--- config.mk ---
export PLATFORM = sky130hd
export DESIGN_NAME = snfu_lane
export DESIGN_NICKNAME = d
export VERILOG_FILES = /design/src/rtl/sigmoid_neuron_forward_and_update_defines.svh /design/src/rtl/snfu_pkg.sv /design/src/rtl/snfu_lane.sv
export SDC_FILE = /design/constraint.sdc
export NUM_CORES = 1
export LEC_CHECK = 0
export BUFFER_PORTS_ARGS = -buffer_cell sky130_fd_sc_hd__clkbuf_2
export CAP_MARGIN = 20
export CORE_UTILIZATION = 67
export CTS_CLUSTER_SIZE = 20
export DETAILED_ROUTE_END_ITERATION = 10
export PLACE_DENSITY_LB_ADDON = 0.12
export SYNTH_ARGS = -nofsm -noshare
export SYNTH_HDL_FRONTEND = slang
export SYNTH_SLANG_ARGS = --single-unit
--- constraint.sdc ---
create_clock -name clock -period 26.9 [get_ports clock]
set_input_delay 5.38 -clock clock [delete_from_list [all_inputs] [get_ports clock]]
set_output_delay 5.38 -clock clock [all_outputs]
set_load 0.01 [all_outputs]
--- src/rtl/sigmoid_neuron_forward_and_update_defines.svh ---
`ifndef SIGMOID_NEURON_FORWARD_AND_UPDATE_DEFINES_SVH
`define SIGMOID_NEURON_FORWARD_AND_UPDATE_DEFINES_SVH

// same-cycle implication, sampled on clock, off during reset
`define SNFU_ASSERT_NOW(label, ante, cons, msg) \
   label: assert property (@(posedge clock) disable iff (reset) (ante) |-> (cons)) \
      else $error(msg);

// next-cycle implication, sampled on clock, off during reset
`define SNFU_ASSERT_NEXT(label, ante, cons, msg) \
   label: assert property (@(posedge clock) disable iff (reset) (ante) |=> (cons)) \
      else $error(msg);

`endif

--- src/rtl/snfu_pkg.sv ---
package snfu_pkg;

   localparam int DATA_W              = 16;
   localparam int Q_SHIFT             = 12;
   localparam int NUM_X               = 8;
   localparam int MAX_FAN_IN_DEF      = 8;
   localparam int SIGMOID_ENTRIES_DEF = 256;

   localparam int FAN_IN_W  = 4;
   localparam int LR_W      = 15;
   localparam int CSR_IDX_W = 2;
   localparam int REQ_W     = 2;

   localparam int FWD_PROD_W = 2 * DATA_W;
   localparam int GMUL_W     = 2 * DATA_W + 1;
   localparam int G_W        = GMUL_W - Q_SHIFT;
   localparam int GDP_W      = 2 * G_W;
   localparam int GD_W       = GDP_W - Q_SHIFT;
   localparam int PROD_W     = GD_W + DATA_W;
   localparam int WIDE_W     = 48;

   localparam int REQ_TDATA_W = DATA_W * (NUM_X + 1);
   localparam int RSP_BITS    = 2 * DATA_W + 1;
   localparam int RSP_TDATA_W = ((RSP_BITS + 7) / 8) * 8;
   localparam int RSP_PAD_W   = RSP_TDATA_W - RSP_BITS;

   localparam logic [REQ_W-1:0] REQ_FWD  = 2'd0;
   localparam logic [REQ_W-1:0] REQ_UPD  = 2'd1;
   localparam logic [REQ_W-1:0] REQ_INIT = 2'd2;

   localparam logic [CSR_IDX_W-1:0] CSR_FAN_IN = 2'd0;
   localparam logic [CSR_IDX_W-1:0] CSR_LR     = 2'd1;
   localparam logic [CSR_IDX_W-1:0] CSR_INIT_W = 2'd2;

   localparam logic [FAN_IN_W-1:0]      FAN_IN_RST = 4'd2;
   localparam logic [LR_W-1:0]          LR_RST     = 15'd2048;
   localparam logic signed [DATA_W-1:0] INIT_W_RST = 16'sd2048;
   localparam logic signed [DATA_W-1:0] WEIGHT_RST = 16'sd2048;
   localparam logic signed [DATA_W-1:0] ONE_Q      = 16'sd4096;

   localparam logic signed [WIDE_W-1:0] SAT_HI = 48'sd32767;
   localparam logic signed [WIDE_W-1:0] SAT_LO = -48'sd32768;

   typedef struct packed {
      logic load;
      logic load_fwd;
      logic mul_fwd;
      logic grad1;
      logic sum;
      logic grad2;
      logic look;
      logic mul_upd;
      logic commit_fwd;
      logic commit_upd;
      logic commit_init;
   } snfu_ctl_type;

   typedef struct packed {
      logic                     sat;
      logic signed [DATA_W-1:0] val;
   } sat16_type;

   function automatic sat16_type sat16(input logic signed [WIDE_W-1:0] v);
      sat16_type r;
      r.sat = 1'b0;
      r.val = v[DATA_W-1:0];
      if (v > SAT_HI) begin
         r.sat = 1'b1;
         r.val = SAT_HI[DATA_W-1:0];
      end else if (v < SAT_LO) begin
         r.sat = 1'b1;
         r.val = SAT_LO[DATA_W-1:0];
      end
      return r;
   endfunction

endpackage

--- src/rtl/snfu_lane.sv ---
module snfu_lane (
   input  logic                                  clock,
   input  logic                                  reset,
   input  snfu_pkg::snfu_ctl_type                ctl,
   input  logic                                  lane_en,
   input  logic signed [snfu_pkg::DATA_W-1:0]    x_in,
   input  logic signed [snfu_pkg::DATA_W-1:0]    init_weight,
   input  logic signed [snfu_pkg::GD_W-1:0]      gd,
   output logic signed [snfu_pkg::PROD_W-1:0]    prod,
   output logic                                  lane_sat
);

   logic signed [snfu_pkg::DATA_W-1:0] weight_ff, weight_in;
   logic signed [snfu_pkg::DATA_W-1:0] last_x_ff, last_x_in;
   logic signed [snfu_pkg::PROD_W-1:0] prod_ff, prod_in;
   logic signed [snfu_pkg::GD_W-1:0]   mul_a;
   snfu_pkg::sat16_type                ws;

   // shared multiplier: weight * x on forward, gd * x on update
   always_comb begin
      mul_a   = ctl.mul_upd ? gd : snfu_pkg::GD_W'(weight_ff);
      prod_in = prod_ff;
      if (ctl.mul_fwd || ctl.mul_upd) begin
         prod_in = snfu_pkg::PROD_W'(mul_a) * snfu_pkg::PROD_W'(last_x_ff);
      end
   end

   always_comb begin
      ws = snfu_pkg::sat16(snfu_pkg::WIDE_W'(weight_ff)
                           - snfu_pkg::WIDE_W'(prod_ff >>> snfu_pkg::Q_SHIFT));
      weight_in = weight_ff;
      lane_sat  = 1'b0;
      if (ctl.commit_init) begin
         weight_in = init_weight;
      end else if (ctl.commit_upd && lane_en) begin
         weight_in = ws.val;
         lane_sat  = ws.sat;
      end
      last_x_in = ctl.load_fwd ? x_in : last_x_ff;
   end

   always_ff @(posedge clock) begin
      if (reset) begin
         weight_ff <= snfu_pkg::WEIGHT_RST;
         last_x_ff <= '0;
      end else begin
         weight_ff <= weight_in;
         last_x_ff <= last_x_in;
      end
   end

   always_ff @(posedge clock) begin
      prod_ff <= prod_in;
   end

   assign prod = prod_ff;

endmodule

# Word level (Yosys, flattened, before mapping)

Cells that the tools add are included.

Register bits: 78
Input port bits: 76
Output and inout port bits: 47
Logic and storage cells: 17

$add $sub $neg: 1
Multipliers: 1
$lt $le $gt $ge: 2
Multiplexer cells: 7
Reductions and logical operators: 3

Operators with widths:

| operator             | number |
|---|---|
| $mul 30x16->46       | 1 |
| $gt 35x16->1 const B | 1 |
| $lt 35x16->1 const B | 1 |
| $sub 16x34->35       | 1 |
| $mux 17              | 2 |
| $mux 16              | 2 |
| $mux 30              | 1 |
| $mux 1               | 2 |
| $reduce_bool 2->1    | 1 |
| $logic_and 1x1->1    | 1 |
| $logic_or 1x1->1     | 1 |

# Longest topological paths before layout

Depth after elaboration: 6
Mapped depth: 30
Depth with buffers taken out: 26

# Least setup slack after synthesis

No wires, ideal clock.

Kind: input port to flip-flop
Start point: in ctl[3] (netlist bit)
End point: reg prod_ff (netlist bit prod[42]), data pin
Setup time: 0.261 ns
Data arrival time: 12.356 ns
Required time: 26.639 ns
Path slack: 14.283 ns
Cell stages on the path: 28
Buffers on the path: 4
Path through: clkbuf_1 -> clkbuf_1 -> clkbuf_1 -> nand2_1 -> nand2_1 -> clkbuf_1 -> nand2_1 -> fa_1 -> fa_1 -> fa_1 -> inv_1 -> fa_1 -> fa_1 -> inv_1 -> fa_1 -> inv_1 -> ha_1 -> a21o_1 -> a21o_1 -> a21o_1 -> a211o_1 -> o2111ai_1 -> nand4_1 -> a21oi_1 -> o22ai_1 -> a221oi_1 -> nor3_1 -> a311o_1

Cells in the longest elaborated chain, start to end: 2

Ends and longest elaborated chain:

| item                   | line            | RTL |
|---|---|---|
| start: declaration     | snfu_lane.sv:4  | `input snfu_pkg::snfu_ctl_type ctl,` |
| $mux 30                | snfu_lane.sv:21 | `mul_a = ctl.mul_upd ? gd : snfu_pkg::GD_W'(weight_ff);` |
| $mul 30x16->46         | snfu_lane.sv:24 | `prod_in = snfu_pkg::PROD_W'(mul_a) * snfu_pkg::PROD_W'(last_x_ff);` |
| end signal: assignment | snfu_lane.sv:53 | `prod_ff <= prod_in;` |
| end: declaration       | snfu_lane.sv:15 | `logic signed [snfu_pkg::PROD_W-1:0] prod_ff, prod_in;` |

Every way passes these cells.
A chain may end at the register's enable or synchronous reset.

# Worst setup path in the final report

Same ends and word-level chain as after synthesis.

==> key figures <==
Setup path
  – R2r endpoint: prod[42]$_DFFE_PP_
  – Kind of critical path: primary input to register
  – Critical Path Max Stage Delay: 0.82 ns
  – R2R setup slack: about 18 ns
  – WP data required: approximately 27 ns
  – CP Capture Type: register
  – Critical R2R Launch: weight_ff[15]$_SDFFE_PP0P_
  – CP startpoint kind: primary input
  – Critical path fanouts, max: 33
  – Crit-path slowest cell: nand2b_1
  – Critical Path AT: between 10 and 15 ns
  – R2R cell count: 23
  – Cell mode on critical path: fa_1

Finish
  – Reg area: 0.00203 mm^2
  – Filler instances: 2624
  – Cell area after layout: 0.0233 mm^2
  – Area Overhead vs Synth: 5.03%
  – Layout cell share with drive strength beyond 1: 0.0764
  – Area of the multi-input gates: 0.0174 mm^2
  – Nets: 3214

Die
  – Top Ports: 123
  – Row count: 66
  – Placeable Area: approximately 0.033 mm^2
  – Starting Density: 0.681
  – Vert. Die Dim: around 180 um
  – Die ar.: around 0.034 mm^2
  – Width of the die: 184 um

STA
  – Setup TNS: 0 ns
  – Fin crit share: 0.535
  – Tmin final: 14.40 ns
  – Worst Clk Skew: ~0.017 ns
  – Final Max Slew Viols: 0
  – Setup violators final: 0
  – Slew margin rel.: 0.341
  – Hold Fails Final Rpt: 0
  – RSZ-0062 raised after global routing: no
  – Slew @ Worst Pin: 0.988 ns
  – Fmax: 0.0695 GHz

Routing
  – Antenna Violating Nets Remaining: 0
  – Total Wirelength: roughly 58000 um
  – Vias post-DR: about 17000
  – Drt initial violations: 1064
  – Drt drc: 0
  – Vias per inst: 5.82
  – Wire per inst: between 15 and 20 um
  – First-pass DRT Iterations: 5

Placed design
  – Port bufs: 116
  – GPL Wtd Cong: 0.924
  – Post-DP HPWL: 44600 um
  – Placed Area: 0.0229 mm^2

Global routing
  – First-pass GRT wire length: 92700 um
  – Initial antenna violation count: 1
  – Vias in the first global route: 18200
  – Grt ovf: 0
  – Overall routing resource usage: 0.363
  – Largest net degree at the start of global routing: 47

Clocking
  – Clock-pin slew on the worst setup and hold paths: 0.07 ns
  – Setup Fix Bufs, Post-CTS: 0
  – Max Buffers Root-to-Sink: 2
  – # H-tree levels: 3
  – Number of gates resized after CTS: 0
  – CTS buffer count: 9
  – CTS tree: yes
  – Post-CTS Hold Fix Bufs: 0
  – Clock sinks: 78
  – Clock latency on the worst-skew pair: between 0.3 and 0.4 ns
  – Root Buffer: clkbuf_16

Power
  – Power per Cell Area: 77.5 mW/mm^2
  – Lkg Pwr: 11.9 nW
  – Worst vdd ir: 0.0679 mV

Worst hold path
  – Min-Delay Startpoint: last_x_ff[7]$_SDFFE_PP0P_
  – HP Class: register to register
  – Worst hold path cell count: 2
  – Worst hold path endpoint: last_x_ff[7]$_SDFFE_PP0P_

Synth
  – Synthesis Warnings: 0
  – Syn Std Cell Area: about 0.022 mm^2
  – Number of synthesized flops with an enable pin: 46
  – Dominant cell by count in the synthesized netlist: inv_1
  – Cell taking the most area after synthesis: fa_1
  – Synth Instances: between 2000 and 3000
  – Synth async-reset ratio: 0
  – Sequential area share after synthesis: 0.0913
  – Main synth FF type: edfxtp_1
  – Post-synth cell types: 75
  – Yosys top cell area share: 0.415
  – Most instantiated cells after synthesis: inv_1 (593), fa_1 (459), nand2_1 (347)
  – Number of synthesized register bits: 78
  – Avg Inst Size Synth: 8.83 um^2
  – Syn nets: 3187
  – Synth area leaders: fa_1 (41%), inv_1 (10%), ha_1 (8.1%)

Run
  – Max_cap viols: 0

Status
  – Status: finished clean
[cells by family (layout without fill, tap and decap cells)]
group / Yosys count / count (layout) / synth area share
multiplexers: 34 / 34 / 0.0161
other: 0 / 1 / 0
adder cells (fa/ha/maj): 603 / 603 / 0.496
AND/OR/NAND/NOR: 743 / 743 / 0.163
XOR/XNOR: 77 / 77 / 0.0308
flip-flops: 78 / 78 / 0.0913
AO/OA/AOI/OAI: 265 / 265 / 0.0821
buffers and inverters: 708 / 740 / 0.121
[metrics by stage]
step	utilization	setup slack [ns]	instances	hold WS (ns)	total power, mW
4_1_cts	0.714	12.69	2981	0.511	1.79
2_1_floorplan	-	14.28	2508	0.480	1.29
3_5_place_dp	0.705	12.34	2965	0.494	1.65
5_1_grt	0.715	12.21	2983	0.528	1.97
6_report	0.715	12.50	2983	0.510	1.80
3_3_place_gp	0.705	12.47	2965	0.477	1.62
[sequential cells by signal (all words and copies together) (netlist names)]
signal and cells:
weight_ff 16, last_x_ff 16, prod 46
[report_power, final]
| part | total, mW | internal [mW] | leakage, nW | switching, mW |
|---|---|---|---|---|
| registers | 0.247 | 0.205 | 0.744 | 0.0419 |
| clock network | 0.131 | 0.0699 | 0.151 | 0.0610 |
| logic | 1.42 | 0.566 | 11.0 | 0.859 |
| total | 1.80 | 0.841 | 11.9 | 0.962 |
[critical path, delay by kind of cell]
kind / cells / cell delay (ns)
simple gates: 8 / 3.19
buf+inv: 5 / 0.95
compound gates: 5 / 1.55
fa+ha+maj: 7 / 3.42
[final cells by class]
class,count,area share
antenna,1,0.000108
clock buffer,10,0.0108
clock inverter,6,0.00210
inverter,593,0.0956
multi-input combinational,1722,0.750
sequential,78,0.0872
tap,442,0.0238
timing repair buffer,131,0.0306
[per-layer routing]
| metal | part of all wire | global-route usage | vias up | wire, um |
|---|---|---|---|---|
| li1 | - | - | 7644 | - |
| met1 | 0.36 | 0.424 | 8750 | 21000 |
| met2 | 0.51 | 0.639 | 747 | 29800 |
| met3 | 0.069 | 0.0507 | 208 | 4030 |
| met4 | 0.056 | 0.212 | 0 | 3270 |
| met5 | 0 | 0 | - | 0 |
[cell usage in the layout, fill, tap and decap left out, types with 12 or more instances in the layout]
master,instances
a21o_1,28
a21oi_1,96
and2_1,186
buf_4,14
clkbuf_2,116
dfxtp_1,27
edfxtp_1,46
fa_1,459
ha_1,144
inv_1,593
mux2_2,13
mux2i_1,21
nand2_1,347
nand2b_1,16
nand3_1,26
nand4_1,14
nor2_1,84
nor2b_1,18
o21ai_0,29
o21bai_1,14
o221a_1,12
xnor2_1,53
xor2_1,23
[worst max-delay path by stage]
stage                       from                 end  slack (ns)
after floorplan           ctl[3]  prod[42]$_DFFE_PP_       14.28
after global placement    ctl[3]  prod[42]$_DFFE_PP_       12.47
after detailed placement  ctl[3]  prod[42]$_DFFE_PP_       12.34
after CTS                 ctl[3]  prod[42]$_DFFE_PP_       12.69
after global routing      ctl[3]  prod[42]$_DFFE_PP_       12.21
final                     ctl[3]  prod[42]$_DFFE_PP_       12.50
No activity file was read; power rests on OpenSTA's default activity.
